`src/design/bfwp_pkg.sv`:
```
// shared types and constants for the burst framer with padding
// no dependencies
package bfwp_pkg;

	localparam int SAMPLE_BITS      = 16;
	localparam int LENGTH_BITS      = 16;
	localparam int MULT_BITS        = 8;
	localparam int PAD_REG_BITS     = 5;
	localparam int PAD_BITS_DEFAULT = 5;
	localparam int REMAIN_BITS      = 24;
	localparam int CFG_DATA_BITS    = 8;
	localparam int CFG_INDEX_BITS   = 2;

	localparam logic [REMAIN_BITS-1:0] REMAIN_MAX = '1;
	localparam logic signed [SAMPLE_BITS-1:0] PAD_SAMPLE = '0;

	// configuration register indexes
	typedef enum logic [CFG_INDEX_BITS-1:0] {
		REG_LENGTH_MULT  = 2'd0,
		REG_FRONT_PAD    = 2'd1,
		REG_REAR_PAD     = 2'd2,
		REG_DROP_OUTSIDE = 2'd3
	} cfg_reg_t;

	typedef struct packed {
		logic signed [SAMPLE_BITS-1:0] sample_i;
		logic signed [SAMPLE_BITS-1:0] sample_q;
		logic                          length_tag_present;
		logic [LENGTH_BITS-1:0]        burst_length;
	} in_beat_t;

	typedef struct packed {
		logic signed [SAMPLE_BITS-1:0] out_i;
		logic signed [SAMPLE_BITS-1:0] out_q;
		logic                          start_of_burst;
		logic                          end_of_burst;
		logic                          last_of_run;
	} out_beat_t;

endpackage

```
`src/design/burst_framer_with_padding.sv`:
```
// A beat accepted at the input passes the input stage, the sequencer stage and the output register.
// Throughput (out_ready high): one input beat per cycle while each beat gives one result (or none);
// a beat that opens a burst holds the input for front_pad + 1 output beats (front_pad + 1 + rear_pad
// for a one-sample burst), the closing beat for 1 + rear_pad, one beat per cycle from the sequencer.
// Reset (arst_n low, asynchronous): pipeline empty, not in a burst, registers at defaults.
// depends on bfwp_pkg
module burst_framer_with_padding #(
	parameter int PAD_BITS = bfwp_pkg::PAD_BITS_DEFAULT
) (
	input  logic                                clk,
	input  logic                                arst_n,
	input  logic                                in_valid,
	output logic                                in_ready,
	input  bfwp_pkg::in_beat_t                  in_data,
	output logic                                out_valid,
	input  logic                                out_ready,
	output bfwp_pkg::out_beat_t                 out_data,
	input  logic                                cfg_we,
	input  logic [bfwp_pkg::CFG_INDEX_BITS-1:0] cfg_index,
	input  logic [bfwp_pkg::CFG_DATA_BITS-1:0]  cfg_data
);
	import bfwp_pkg::*;

	localparam int PAD_W     = (PAD_BITS < PAD_REG_BITS) ? PAD_BITS : PAD_REG_BITS;
	localparam int PROD_BITS = LENGTH_BITS + MULT_BITS;
	localparam int CMP_BITS  = (PROD_BITS > REMAIN_BITS) ? PROD_BITS : REMAIN_BITS;

	// configuration registers
	logic [MULT_BITS-1:0] mult_q;
	logic [PAD_W-1:0]     front_pad_q;
	logic [PAD_W-1:0]     rear_pad_q;
	logic                 drop_outside_q;

	// burst state
	logic                   active_q;
	logic [REMAIN_BITS-1:0] remain_q;

	// input stage
	logic     valid_s1;
	in_beat_t beat_s1;

	// sequencer stage
	logic                          valid_s2;
	logic [PAD_W-1:0]              front_s2;
	logic [PAD_W-1:0]              rear_s2;
	logic                          pend_s2;
	logic                          sob_s2;
	logic                          eob_s2;
	logic signed [SAMPLE_BITS-1:0] i_s2;
	logic signed [SAMPLE_BITS-1:0] q_s2;

	// output register
	logic      out_valid_q;
	out_beat_t out_data_q;

	// decision signals
	logic [PROD_BITS-1:0]   prod;
	logic [CMP_BITS-1:0]    prod_w;
	logic [REMAIN_BITS-1:0] total;
	logic [REMAIN_BITS-1:0] total_m1;
	logic [REMAIN_BITS-1:0] remain_dec;
	logic                   start;
	logic                   plan_keep;
	logic [PAD_W-1:0]       plan_front;
	logic [PAD_W-1:0]       plan_rear;
	logic                   plan_sob;
	logic                   plan_eob;
	logic                   nxt_active;
	logic [REMAIN_BITS-1:0] nxt_remain;

	// handshake signals
	logic      out_load;
	logic      plan_done;
	logic      s2_free;
	logic      take_s1;
	logic      in_take;
	out_beat_t nxt_beat;

	// configuration writes
	always_ff @(posedge clk or negedge arst_n) begin
		if (!arst_n) begin
			mult_q         <= MULT_BITS'(1);
			front_pad_q    <= '0;
			rear_pad_q     <= '0;
			drop_outside_q <= 1'b1;
		end else if (cfg_we) begin
			case (cfg_reg_t'(cfg_index))
				REG_LENGTH_MULT:  mult_q         <= cfg_data[MULT_BITS-1:0];
				REG_FRONT_PAD:    front_pad_q    <= cfg_data[PAD_W-1:0];
				REG_REAR_PAD:     rear_pad_q     <= cfg_data[PAD_W-1:0];
				REG_DROP_OUTSIDE: drop_outside_q <= cfg_data[0];
				default: ;
			endcase
		end
	end

	// scaled burst length, saturated to the counter width
	assign prod   = PROD_BITS'(beat_s1.burst_length) * PROD_BITS'(mult_q);
	assign prod_w = CMP_BITS'(prod);
	assign total  = (prod_w > CMP_BITS'(REMAIN_MAX)) ? REMAIN_MAX : prod_w[REMAIN_BITS-1:0];
	assign total_m1   = total - REMAIN_BITS'(1);
	assign remain_dec = (remain_q != '0) ? remain_q - REMAIN_BITS'(1) : remain_q;
	assign start      = !active_q && beat_s1.length_tag_present && (total != '0);

	// plan for the beat in the input stage
	always_comb begin
		plan_keep  = 1'b0;
		plan_front = '0;
		plan_rear  = '0;
		plan_sob   = 1'b0;
		plan_eob   = 1'b0;
		nxt_active = active_q;
		nxt_remain = remain_q;
		if (active_q) begin
			plan_keep  = 1'b1;
			nxt_remain = remain_dec;
			if (remain_dec == '0) begin
				nxt_active = 1'b0;
				plan_rear  = rear_pad_q;
				plan_eob   = (rear_pad_q == '0);
			end
		end else if (start) begin
			plan_keep  = 1'b1;
			plan_front = front_pad_q;
			plan_sob   = 1'b1;
			nxt_remain = total_m1;
			if (total_m1 == '0) begin
				nxt_active = 1'b0;
				plan_rear  = rear_pad_q;
				plan_eob   = (rear_pad_q == '0);
			end else begin
				nxt_active = 1'b1;
			end
		end else if (!drop_outside_q) begin
			plan_keep = 1'b1;
		end
	end

	// next output beat from the sequencer: front pads, the sample, rear pads
	always_comb begin
		nxt_beat                = '0;
		nxt_beat.out_i          = PAD_SAMPLE;
		nxt_beat.out_q          = PAD_SAMPLE;
		if (front_s2 != '0) begin
			nxt_beat.start_of_burst = sob_s2;
		end else if (pend_s2) begin
			nxt_beat.out_i          = i_s2;
			nxt_beat.out_q          = q_s2;
			nxt_beat.start_of_burst = sob_s2;
			nxt_beat.end_of_burst   = eob_s2;
			nxt_beat.last_of_run    = (rear_s2 == '0);
		end else begin
			nxt_beat.end_of_burst   = (rear_s2 == PAD_W'(1));
			nxt_beat.last_of_run    = (rear_s2 == PAD_W'(1));
		end
	end

	// handshake chain
	assign out_load  = valid_s2 && (!out_valid_q || out_ready);
	assign plan_done = out_load && nxt_beat.last_of_run;
	assign s2_free   = !valid_s2 || plan_done;
	assign take_s1   = valid_s1 && s2_free;
	assign in_ready  = !valid_s1 || take_s1;
	assign in_take   = in_valid && in_ready;

	// input stage valid and burst state
	always_ff @(posedge clk or negedge arst_n) begin
		if (!arst_n) begin
			valid_s1 <= 1'b0;
			active_q <= 1'b0;
			remain_q <= '0;
		end else begin
			if (in_take)
				valid_s1 <= 1'b1;
			else if (take_s1)
				valid_s1 <= 1'b0;
			if (take_s1) begin
				active_q <= nxt_active;
				remain_q <= nxt_remain;
			end
		end
	end

	always_ff @(posedge clk) begin
		if (in_take)
			beat_s1 <= in_data;
	end

	// sequencer control
	always_ff @(posedge clk or negedge arst_n) begin
		if (!arst_n) begin
			valid_s2 <= 1'b0;
			front_s2 <= '0;
			rear_s2  <= '0;
			pend_s2  <= 1'b0;
			sob_s2   <= 1'b0;
			eob_s2   <= 1'b0;
		end else if (take_s1 && plan_keep) begin
			valid_s2 <= 1'b1;
			front_s2 <= plan_front;
			rear_s2  <= plan_rear;
			pend_s2  <= 1'b1;
			sob_s2   <= plan_sob;
			eob_s2   <= plan_eob;
		end else if (out_load) begin
			sob_s2 <= 1'b0;
			if (plan_done)
				valid_s2 <= 1'b0;
			if (front_s2 != '0)
				front_s2 <= front_s2 - PAD_W'(1);
			else if (pend_s2)
				pend_s2 <= 1'b0;
			else
				rear_s2 <= rear_s2 - PAD_W'(1);
		end
	end

	always_ff @(posedge clk) begin
		if (take_s1 && plan_keep) begin
			i_s2 <= beat_s1.sample_i;
			q_s2 <= beat_s1.sample_q;
		end
	end

	// output register
	always_ff @(posedge clk or negedge arst_n) begin
		if (!arst_n)
			out_valid_q <= 1'b0;
		else if (out_load)
			out_valid_q <= 1'b1;
		else if (out_ready)
			out_valid_q <= 1'b0;
	end

	always_ff @(posedge clk) begin
		if (out_load)
			out_data_q <= nxt_beat;
	end

	assign out_valid = out_valid_q;
	assign out_data  = out_data_q;

endmodule

```
`config.mk`:
```
export PLATFORM = sky130hd
export DESIGN_NAME = burst_framer_with_padding
export DESIGN_NICKNAME = d
export VERILOG_FILES = /design/src/design/bfwp_pkg.sv /design/src/design/burst_framer_with_padding.sv
export SDC_FILE = /design/constraint.sdc
export NUM_CORES = 1
export LEC_CHECK = 0
export ABC_AREA = 1
export CAP_MARGIN = 20
export CORE_UTILIZATION = 45
export DETAILED_ROUTE_END_ITERATION = 16
export DONT_BUFFER_PORTS = 1
export PLACE_DENSITY = 0.58
export SKIP_CTS_REPAIR_TIMING = 1
export SLEW_MARGIN = 20
export SYNTH_ARGS = -nofsm -noshare
export SYNTH_HDL_FRONTEND = slang
export SYNTH_SLANG_ARGS = --single-unit
```
`constraint.sdc`:
```
create_clock -name clk -period 5.7 [get_ports clk]
set_input_delay 1.14 -clock clk [delete_from_list [all_inputs] [get_ports clk]]
set_output_delay 1.14 -clock clk [all_outputs]
set_load 0.005 [all_outputs]
```
After elaboration in Yosys (flattened, before gate mapping)
Cells that the tools add are included.
{"block": "word_totals", "elab_cells": 122, "inputBits": 64, "latchBits": 0, "register_bits": 176, "mem_count": 0, "output_inout_bits": 37, "mem_bits_ro": 0, "mem_bits_rw": 0}
{"block": "op_classes", "n_addsub": 4, "reduce_logical": 38, "n_eq_ne": 6, "div_mod_pow": 0, "n_bitwise": 1, "n_shift": 0, "mul": 1, "n_lt_le_gt_ge": 1, "n_mux": 46}
{"operator": "24-bit 2-to-1 mux", "n": 4}
{"operator": "5-bit 2-to-1 mux", "n": 13}
{"operator": "24-bit logical NOT", "n": 2}
{"operator": "24-bit nonzero test", "n": 2}
{"operator": "24-bit by 1-bit subtractor with 24-bit output (second input constant)", "n": 2}
{"operator": "1-bit 2-to-1 mux", "n": 28}
{"operator": "24-bit > comparator (second input constant)", "n": 1}
{"operator": "16-bit by 8-bit multiplier with 24-bit output", "n": 1}
{"operator": "2-bit AND reduction", "n": 8}
{"operator": "2-bit nonzero test", "n": 6}
{"operator": "5-bit logical NOT", "n": 2}
{"operator": "5-bit by 1-bit subtractor with 5-bit output (second input constant)", "n": 2}
{"operator": "1-bit logical AND", "n": 7}
{"operator": "5-bit by 1-bit == test with 1-bit output (second input constant)", "n": 1}
{"operator": "5-bit nonzero test", "n": 1}
{"operator": "2-bit == test (second input constant)", "n": 2}
{"operator": "1-bit logical NOT", "n": 4}
{"operator": "2-bit by 1-bit inequality test with 1-bit output (second input constant)", "n": 2}
{"operator": "1-bit logical OR", "n": 3}
{"operator": "3-bit AND reduction", "n": 1}
{"operator": "2-bit by 1-bit == test with 1-bit output (second input constant)", "n": 1}
{"operator": "2-bit logical NOT", "n": 1}
{"operator": "2-bit 2-to-1 mux", "n": 1}
{"operator": "2-bit OR reduction", "n": 1}
{"operator": "1-bit NOT", "n": 1}

Depth between registers and ports, before layout
Gate-level depths: netlist of run 1.
{"block": "depth", "word_depth": 10, "mapped_depth": 37}

Worst setup path before layout of run 1
No wires, ideal clock.
{"block": "synth_path", "path_type": "reg2reg", "from": "reg mult_q[2]", "to": "reg i_s2[0] (enable)", "path_slack_ns": 0.280, "setup_ns": 0.373, "period_less_slack_ns": 5.420, "path_buffers": 3, "arrival_ns": 5.047, "stages_incl_launch_ff": 30, "path_cell_list": "dfrtp_1 clkbuf_1 clkbuf_1 nand2_1 fa_1 fa_1 inv_1 fa_1 inv_1 fa_1 inv_1 ha_1 nand2_1 nand2_1 inv_1 nand2_1 nand2_1 nand3_2 nand2_1 nand2_2 nand2_2 clkinv_2 nand2_2 nor3_2 nand4_1 nand2_2 nand3_1 nand2_2 buf_6 inv_2"}
{"block": "synth_via", "elab_chain_len": 8}
{"element": "from (decl)", "line_no": "burst_framer_with_padding.sv:29", "source": "logic [MULT_BITS-1:0] mult_q;"}
{"element": "from (signal assigned)", "line_no": "burst_framer_with_padding.sv:88", "source": "REG_LENGTH_MULT: mult_q <= cfg_data[MULT_BITS-1:0];"}
{"element": "16-bit by 8-bit multiplier with 24-bit output (*)", "line_no": "burst_framer_with_padding.sv:98", "source": "assign prod = PROD_BITS'(beat_s1.burst_length) * PROD_BITS'(mult_q);"}
{"element": "24-bit > comparator", "line_no": "burst_framer_with_padding.sv:100", "source": "assign total = (prod_w > CMP_BITS'(REMAIN_MAX)) ? REMAIN_MAX : prod_w[REMAIN_BITS-1:0];"}
{"element": "24-bit 2-to-1 mux (*)", "line_no": "burst_framer_with_padding.sv:100"}
{"element": "24-bit nonzero test (*)", "line_no": "burst_framer_with_padding.sv:103", "source": "assign start = !active_q && beat_s1.length_tag_present && (total != '0);"}
{"element": "1-bit logical AND (*)", "line_no": "burst_framer_with_padding.sv:103"}
{"element": "1-bit 2-to-1 mux (*)", "line_no": "burst_framer_with_padding.sv:122", "source": "end else if (start) begin"}
{"element": "1-bit 2-to-1 mux (*)", "line_no": "burst_framer_with_padding.sv:114", "source": "if (active_q) begin"}
{"element": "1-bit logical AND (*)", "line_no": "burst_framer_with_padding.sv:219", "source": "if (take_s1 && plan_keep) begin"}
{"element": "to (signal assigned)", "line_no": "burst_framer_with_padding.sv:220", "source": "i_s2 <= beat_s1.sample_i;"}
{"element": "to (decl)", "line_no": "burst_framer_with_padding.sv:49", "source": "logic signed [SAMPLE_BITS-1:0] i_s2;"}
Every way passes the cells marked *; elsewhere a longest branch is shown, timed or not.
A chain may end at the register's enable or synchronous reset.

Worst setup path in the final report of run 1
{"block": "layout_path", "from": "reg mult_q[3]", "to": "reg i_s2[5] (enable)"}
The elaborated chain is that of the path after synthesis.

==> results of run 1 <==
[cell families (layout without fill, tap and decap cells)]
family / Yosys count / count (layout)
XOR/XNOR: 32 / 32
AND/OR/NAND/NOR: 740 / 740
adder cells (fa/ha/maj): 136 / 136
multiplexers: 3 / 3
flip-flops: 176 / 176
buffers and inverters: 426 / 464
AO/OA/AOI/OAI: 123 / 123
[state kept, by name (all words and copies together), names as in the netlist, 5 cells and up]
signal	cells
beat_s1	49
q_s2	16
mult_q	8
front_pad_q	5
i_s2	16
rear_pad_q	5
remain_q	24
rear_s2	5
out_data	35
front_s2	5
[worst paths after layout]
check / to / slack, ps / cells after the start
setup / recovery: i_s2[5] / 310 / 24
hold / removal: remain_q[19] / 380 / 0
setup reg to reg: i_s2[5] / 310 / 24
hold reg to reg: q_s2[15] / 410 / 0
max in group asynchronous: mult_q[0] / 5110 / 0
min in group clk: q_s2[15] / 410 / 0
[layer usage]
layer  part of all wire (%)  vias to the layer above  wire [microns]  GRT usage, %
li1                       -                     5067               -             -
met1                     45                     4873           14200          28.2
met2                     49                      215           15300          37.1
met3                    3.5                       51            1080          3.06
met4                    2.2                        0             686          6.86
met5                      0                        -               0             0
[worst register-to-register path, delay by kind of cell (launching register included)]
kind	cells	cell delay, ps
AND/OR/NAND/NOR	11	1300
buffers and inverters	7	740
adder cells (fa/ha/maj)	5	2330
XOR/XNOR	1	230
flip-flops	1	490
[area by class of cell]
cell class                      count  area, sq um
Clock inverter                     15          190
Tap cell                          384          480
Sequential cell                   176         5000
Fill cell                        2666        13900
Clock buffer                       17          425
Multi-Input combinational cell   1034         6810
Timing Repair Buffer               57          541
Inverter                          375         1410
[through the flow]
| step | std cells | utilization [%] | hold slack, ps | area [sq um] | setup WS, ps |
|---|---|---|---|---|---|
| floorplan | 1636 | - | 400 | 13200 | 280 |
| global placement | 2006 | 47.9 | 401 | 13800 | 101 |
| detailed placement | 2006 | 47.9 | 405 | 13800 | -17.3 |
| CTS | 2038 | 50.0 | 362 | 14400 | -31.0 |
| global route | 2058 | 51.6 | 363 | 14900 | -23.9 |
| finish | 2058 | 51.6 | 383 | 14900 | 314 |
[layout by cell type, fill, tap and decap left out, types with 15 or more instances in the layout]
master / n
nor2_1: 126
dfrtp_1: 51
buf_4: 46
o21ai_0: 43
xor2_1: 25
nand2_2: 37
nor2_2: 15
inv_1: 360
nand3_1: 74
clkbuf_16: 17
nand2_1: 400
ha_1: 42
fa_1: 83
o21ai_1: 28
a21oi_1: 29
edfxtp_1: 116
nand4_1: 32
==> impl_metrics.env, run 1 <==
export IMPL_outcome="finished clean"
export IMPL_synth_simple_gate_area_share_pct=24.4
export IMPL_gp_congestion=0.921
export IMPL_syn_avg_cell_area_sq_um=8.06
export IMPL_grt_max_degree=61
export IMPL_cts_root_buf="clkbuf_16"
export IMPL_yosysWarningCount=0
export IMPL_muxShareOfSynthArea_pct=0.256
export IMPL_ioPinCount=101
export IMPL_nets=1861
export IMPL_n_antenna_cell=0
export IMPL_max_freq_ghz=0.186
export IMPL_cts_made_buffers=17
export IMPL_die_area_sq_um=30000
export IMPL_fin_crit_ps=5390
export IMPL_avgRoutedWirePerCell_microns=15.2
export IMPL_first_pass_iters=8
export IMPL_clkSlewWorstSetupHoldPaths_ps=90
export IMPL_syn_nets=1836
export IMPL_max_stage_delay_ps=500
export IMPL_yosysTopAreaCell="edfxtp_1"
export IMPL_hp_class="input pin to async pin"
export IMPL_drc_errors=0
export IMPL_ys_types=49
export IMPL_final_period_utilization_pct=94.5
export IMPL_slew_headroom_pct=31.3
export IMPL_crit_start="mult_q[3]"
export IMPL_worst_setup_path_end_kind="register"
export IMPL_cp_required_ps=5840
export IMPL_cp_slowest_cell="fa_1"
export IMPL_insertion_delay_ps=450
export IMPL_cts_tree="done"
export IMPL_route_vias_total=10200
export IMPL_yosys_top_cells_area="edfxtp_1 26%, fa_1 13%, nand2_1 12%, dfrtp_1 11%, inv_1 10%"
export IMPL_critPathBufInv=7
export IMPL_worst_slew_pin_slew_ps=1030
export IMPL_rows=62
export IMPL_routed_via_density=4.96
export IMPL_criticalPathCategory="register to register"
export IMPL_fin_setup_tns_ps=0
export IMPL_synth_edf_count=116
export IMPL_die_y_microns=173
export IMPL_track_usage_pct=21.6
export IMPL_grt_ovfl_total=0
export IMPL_wl_microns=31300
export IMPL_ant_nets=0
export IMPL_async_flop_share_pct=34.1
export IMPL_grt_pass1_vias=10200
export IMPL_drive_gt1_share_pct=13.4
export IMPL_cts_htree_levels=4
export IMPL_synthXorXnorAreaFrac_pct=2.24
export IMPL_syn_cell_area_sq_um=13200
export IMPL_worstPathCellList="buf_12 > nand2_1 > inv_1 > fa_1 > fa_1 > fa_1 > inv_1 > fa_1 > inv_1 > ha_1 > nand2_2 > inv_1 > nand3_1 > nor2_2 > nand4_1 > nand3_1 > xor2_2 > nor3_2 > nand4_1 > nand2_2 > nand3_1 > nand2_2 > inv_2 > buf_12"
export IMPL_syn_to_final_growth_pct=12.7
export IMPL_timing_rr_start="mult_q[3]"
export IMPL_crit_arrival_ps=5530
export IMPL_max_cap_violations=0
export IMPL_synth_compound_area_share_pct=5.11
export IMPL_yosys_area_share_adder_pct=17.7
export IMPL_synth_top_family_by_area="simple AND/OR/NAND/NOR gates"
export IMPL_synth_top_area_share_pct=26.4
export IMPL_core_sq_um=28800
export IMPL_ys_seq_area_share_pct=37.8
export IMPL_start_kind="register"
export IMPL_start_util_pct=45.8
export IMPL_clockBufferDepth=2
export IMPL_path_delay_family="adder cells"
export IMPL_dpl_hpwl_microns=24400
export IMPL_grt_pass1_wl_microns=51100
export IMPL_cts_sinks=176
export IMPL_yosysMostFrequentCell="nand2_1"
export IMPL_hold_violations=0
export IMPL_synthFlopType="edfxtp_1"
export IMPL_die_w_microns=173
export IMPL_first_iter_violations=803
export IMPL_path_max_fanout=20
export IMPL_synth_seq_cells=176
export IMPL_port_buffers=0
export IMPL_setup_viol_count_final=0
export IMPL_yosys_top_cells_count="417 x nand2_1, 363 x inv_1, 133 x nor2_1"
export IMPL_skew_ps=27.1
export IMPL_syn_inst=1636
export IMPL_slew_violations=0
export IMPL_antenna_found_initial=0
Power of run 1 is left out: the tool's default activity adds up to more than one toggle a clock period on the data nets, which glitch-free logic cannot reach.
==> inputs of run 2 (changes only) <==
Settings changed: PLACE_DENSITY 0.58 to 0.56.
Clock period 5.7 ns to 5.15 ns, I/O delays scaled along.
==> run 2 against run 1 <==
Against the previous run: the flow now finishes with violations (setup timing); critical path depth stayed put; worst setup slack worse by 620 ps; fmax shrank 1.4%; design area grew 12%; largest cell class unchanged; count of clock-buffer cells in the layout increased by 1.
==> impl_metrics.env, run 2 (same netlist as run 1, synthesis figures left out) <==
export IMPL_clockBufferDepth=2
export IMPL_route_vias_total=10700
export IMPL_avgRoutedWirePerCell_microns=15.0
export IMPL_gp_congestion=0.892
export IMPL_die_w_microns=173
export IMPL_max_freq_ghz=0.183
export IMPL_nFillCells=2581
export IMPL_rrSetupSlack_ps=-310
export IMPL_mostFrequentLayoutCells="356 x nand2_1, 351 x inv_1, 176 x buf_4, 116 x edfxtp_1, 114 x nor2_1"
export IMPL_max_cap_violations=0
export IMPL_setup_viol_count_final=71
export IMPL_syn_to_final_growth_pct=25.8
export IMPL_top_register="beat_s1"
export IMPL_clkSlewWorstSetupHoldPaths_ps=70
export IMPL_ioPinCount=101
export IMPL_largest_reg_flops=49
export IMPL_insertion_delay_ps=440
export IMPL_design_area_sq_um=16600
export IMPL_drc_errors=0
export IMPL_port_buffers=0
export IMPL_worst_setup_path_end_kind="register"
export IMPL_n_antenna_cell=0
export IMPL_rr_endpoint="q_s2[0]"
export IMPL_hold_slack_ps=275
export IMPL_grt_max_degree=61
export IMPL_path_max_fanout=17
export IMPL_worstPathCellList="buf_12 > nand2_1 > inv_1 > fa_1 > fa_1 > fa_1 > inv_1 > fa_1 > inv_1 > ha_4 > nand2_2 > nor2_4 > buf_4 > nand4_1 > nand3_2 > xor2_2 > nor3_2 > nand4_1 > nand2_2 > nand3_4 > nand2_8 > buf_12 > buf_12 > inv_8"
export IMPL_routed_via_density=4.86
export IMPL_first_iter_violations=521
export IMPL_grt_ovfl_total=0
export IMPL_setup_slack_ps=-310
export IMPL_cp_required_ps=5300
export IMPL_wl_microns=33100
export IMPL_drive_gt1_share_pct=25.1
export IMPL_cts_tree="done"
export IMPL_crit_start="mult_q[4]"
export IMPL_first_pass_iters=5
export IMPL_hp_class="input pin to async pin"
export IMPL_rows=62
export IMPL_fin_crit_ps=5460
export IMPL_dpl_instance_area_sq_um=14700
export IMPL_grt_pass1_wl_microns=53000
export IMPL_die_area_sq_um=30000
export IMPL_slew_violations=0
export IMPL_final_common_cell="nand2_1"
export IMPL_ant_nets=0
export IMPL_final_period_utilization_pct=106
export IMPL_start_util_pct=45.8
export IMPL_start_kind="register"
export IMPL_antenna_found_initial=0
export IMPL_grt_pass1_vias=10600
export IMPL_cts_sinks=176
export IMPL_criticalPathCategory="register to register"
export IMPL_cpMostUsedCell="fa_1"
export IMPL_track_usage_pct=22.5
export IMPL_worst_slew_pin_slew_ps=1100
export IMPL_cts_root_buf="clkbuf_16"
export IMPL_violations="setup timing"
export IMPL_outcome="complete, but fails checks"
export IMPL_cts_made_buffers=17
export IMPL_timing_rr_start="mult_q[4]"
export IMPL_dpl_hpwl_microns=25200
export IMPL_nets=2010
export IMPL_die_y_microns=173
export IMPL_slew_headroom_pct=26.2
export IMPL_rsz0062_at_grt="yes"
export IMPL_skew_ps=8.16
export IMPL_crit_arrival_ps=5610
export IMPL_r2r_cells=24
export IMPL_cp_slowest_cell="fa_1"
export IMPL_cts_htree_levels=4
export IMPL_max_stage_delay_ps=520
export IMPL_hold_violations=0
export IMPL_core_sq_um=28800
==> run 2: changes by cell type in the layout (fill, tap and decap cells not counted), moves of 12 or more <==
| cell | delta |
|---|---|
| buf_6 | +12 |
| nand2_4 | +14 |
| nand2_1 | -44 |
| nor2_1 | -12 |
| nand3_1 | -14 |
| buf_4 | +130 |
| nand2_2 | +29 |
==> run 2: metal layers <==
| layer | up-vias | wire (microns) | global-route usage [%] |
|---|---|---|---|
| li1 | 5366 | - | - |
| met1 | 5112 | 14600 | 28.9 |
| met2 | 200 | 16900 | 39.3 |
| met3 | 42 | 1060 | 3.23 |
| met4 | 0 | 607 | 6.45 |
| met5 | - | 0 | 0 |
==> run 2: area by class of cell <==
| cell class | instances | area [sq um] | area share, % |
|---|---|---|---|
| Tap cell | 384 | 480 | 2.90 |
| Timing Repair inverter | 3 | 33.8 | 0.204 |
| Timing Repair Buffer | 202 | 1710 | 10.3 |
| Clock inverter | 14 | 160 | 0.965 |
| Multi-Input combinational cell | 1035 | 7330 | 44.2 |
| Sequential cell | 176 | 4990 | 30.1 |
| Inverter | 375 | 1440 | 8.69 |
| Clock buffer | 18 | 439 | 2.65 |
==> run 2: worst max-delay path, delay by kind of cell, from the launching register on <==
| kind | cells | cell delay (ps) |
|---|---|---|
| flip-flops | 1 | 500 |
| XOR/XNOR | 1 | 220 |
| buffers and inverters | 8 | 940 |
| adder cells (fa/ha/maj) | 5 | 2290 |
| AND/OR/NAND/NOR | 10 | 1180 |
==> run 2: worst max-delay path by stage <==
stage	slack [ps]	to	cells past startpoint
CTS	-640	front_s2[1]	27
detailed placement	-630	front_s2[1]	27
floorplan	50	front_s2[1]	29
global placement	-490	rear_s2[4]	32
global route	-500	rear_s2[4]	34
finish	-310	q_s2[0]	24
==> run 2: stage by stage <==
stage               instances  util, %  TNS [ps]  setup WS, ps
floorplan                1636        -         0          52.8
global placement         2131     51.2    -28960          -491
detailed placement       2131     51.2    -36710          -626
CTS                      2163     53.3    -37560          -638
global route             2207     57.7    -27850          -500
finish                   2207     57.7    -16130          -310
Power of run 2 is left out for the same reason.
==> inputs of run 3 (changes only) <==
Settings changed: CORE_UTILIZATION 45 to 40, PLACE_DENSITY 0.56 to 0.5.
==> run 3 against run 2 <==
Against the previous run: the flow still finishes with violations (setup timing); wire length rose by 2.4%; core utilization down 6.7 points; clock skew is 1.3 ps higher; via count decreased by 1.3%; global-route usage fell by 1.8 points; worst hold slack better by 16 ps; critical path type unchanged; largest cell class unchanged.
==> impl_metrics.env, run 3 (same netlist as run 1, synthesis figures left out) <==
export IMPL_outcome="complete, but fails checks"
export IMPL_violations="setup timing"
export IMPL_first_pass_iters=7
export IMPL_die_y_microns=184
export IMPL_clockBufferDepth=2
export IMPL_rsz0062_at_grt="yes"
export IMPL_crit_arrival_ps=5760
export IMPL_rrSetupSlack_ps=-250
export IMPL_core_sq_um=32500
export IMPL_die_w_microns=184
export IMPL_dp_cells=2189
export IMPL_top_usage_layer="met2"
export IMPL_stdcell_count=2258
export IMPL_route_vias_total=10600
export IMPL_endpoint="rear_s2[2]"
export IMPL_timing_rr_start="mult_q[6]"
export IMPL_dpl_hpwl_microns=25900
export IMPL_met1_usage_pct=26.9
export IMPL_hold_violations=0
export IMPL_grt_use_met3_pct=2.67
export IMPL_clkSlewWorstSetupHoldPaths_ps=60
export IMPL_critPathBufInv=5
export IMPL_mostFrequentLayoutCells="366 x nand2_1, 350 x inv_1, 180 x buf_4, 116 x edfxtp_1, 115 x nor2_1"
export IMPL_cp_slowest_cell="fa_1"
export IMPL_cts_sinks=176
export IMPL_cpMostUsedCell="nand2_2"
export IMPL_worst_slew_pin_slew_ps=994
export IMPL_largest_reg_flops=49
export IMPL_ant_nets=0
export IMPL_wl_microns=33900
export IMPL_start_kind="register"
export IMPL_slew_headroom_pct=33.5
export IMPL_final_common_cell="nand2_1"
export IMPL_first_iter_violations=598
export IMPL_rows=66
export IMPL_gp_congestion=0.905
export IMPL_die_area_sq_um=33700
export IMPL_setup_slack_ps=-249
export IMPL_criticalPathCategory="register to register"
export IMPL_path_delay_family="adder cells"
export IMPL_start_util_pct=40.6
export IMPL_design_area_sq_um=16500
export IMPL_max_stage_delay_ps=550
export IMPL_crit_start="mult_q[6]"
export IMPL_path_depth=28
export IMPL_syn_to_final_growth_pct=25.3
export IMPL_track_usage_pct=20.6
export IMPL_worst_setup_path_end_kind="register"
export IMPL_cts_made_buffers=17
export IMPL_port_buffers=0
export IMPL_path_max_fanout=6
export IMPL_n_antenna_cell=0
export IMPL_routed_via_density=4.69
export IMPL_cp_required_ps=5510
export IMPL_fin_crit_ps=5400
export IMPL_rr_endpoint="rear_s2[2]"
export IMPL_grt_ovfl_total=0
export IMPL_r2r_cells=28
export IMPL_setup_viol_count_final=71
export IMPL_skew_ps=9.47
export IMPL_cts_root_buf="clkbuf_16"
export IMPL_drive_gt1_share_pct=24.5
export IMPL_top_register="beat_s1"
export IMPL_dpl_instance_area_sq_um=14800
export IMPL_nets=2004
export IMPL_cts_htree_levels=4
export IMPL_final_period_utilization_pct=105
export IMPL_use_met2_pct=35.9
export IMPL_max_freq_ghz=0.185
export IMPL_insertion_delay_ps=440
export IMPL_grt_pass1_wl_microns=54000
export IMPL_drc_errors=0
export IMPL_antenna_found_initial=0
export IMPL_max_cap_violations=0
export IMPL_cts_tree="done"
export IMPL_slew_violations=0
export IMPL_ioPinCount=101
export IMPL_grt_pass1_vias=10600
export IMPL_grt_max_degree=61
export IMPL_hp_class="input pin to async pin"
export IMPL_avgRoutedWirePerCell_microns=15.0
run 3: layout make-up:
type                    count  area, sq um
multi-input cells        1035         7230
clock buffers              19          433
well taps                 442          553
clock inverters            12          195
fillers                  3126        15900
inverters                 375         1430
flip-flops and latches    176         4990
repair buffers            199         1700
run 3: stage by stage:
step	setup TNS, ps	utilization [%]	setup slack, ps	hold slack [ps]
2_1_floorplan	0	-	52.8	400
3_3_place_gp	-31210	45.6	-562	401
3_5_place_dp	-32470	45.6	-578	405
4_1_cts	-34320	47.5	-611	260
5_1_grt	-27470	50.9	-535	258
6_report	-10760	50.9	-249	290
run 3: how the worst min path moves through the flow:
stage	startpoint	endpoint
2_1_floorplan	beat_s1[33]	i_s2[0]
3_3_place_gp	beat_s1[47]	i_s2[14]
3_5_place_dp	beat_s1[30]	q_s2[13]
4_1_cts	arst_n	rear_pad_q[4]
5_1_grt	arst_n	pend_s2
6_report	arst_n	out_valid
run 3: metal layers:
layer | share of wire (%) | routed length, microns
met1 | 46 | 15500
met5 | 0 | 0
met2 | 50 | 16900
met3 | 2.8 | 967
met4 | 1.5 | 503
Power of run 3 is left out for the same reason.
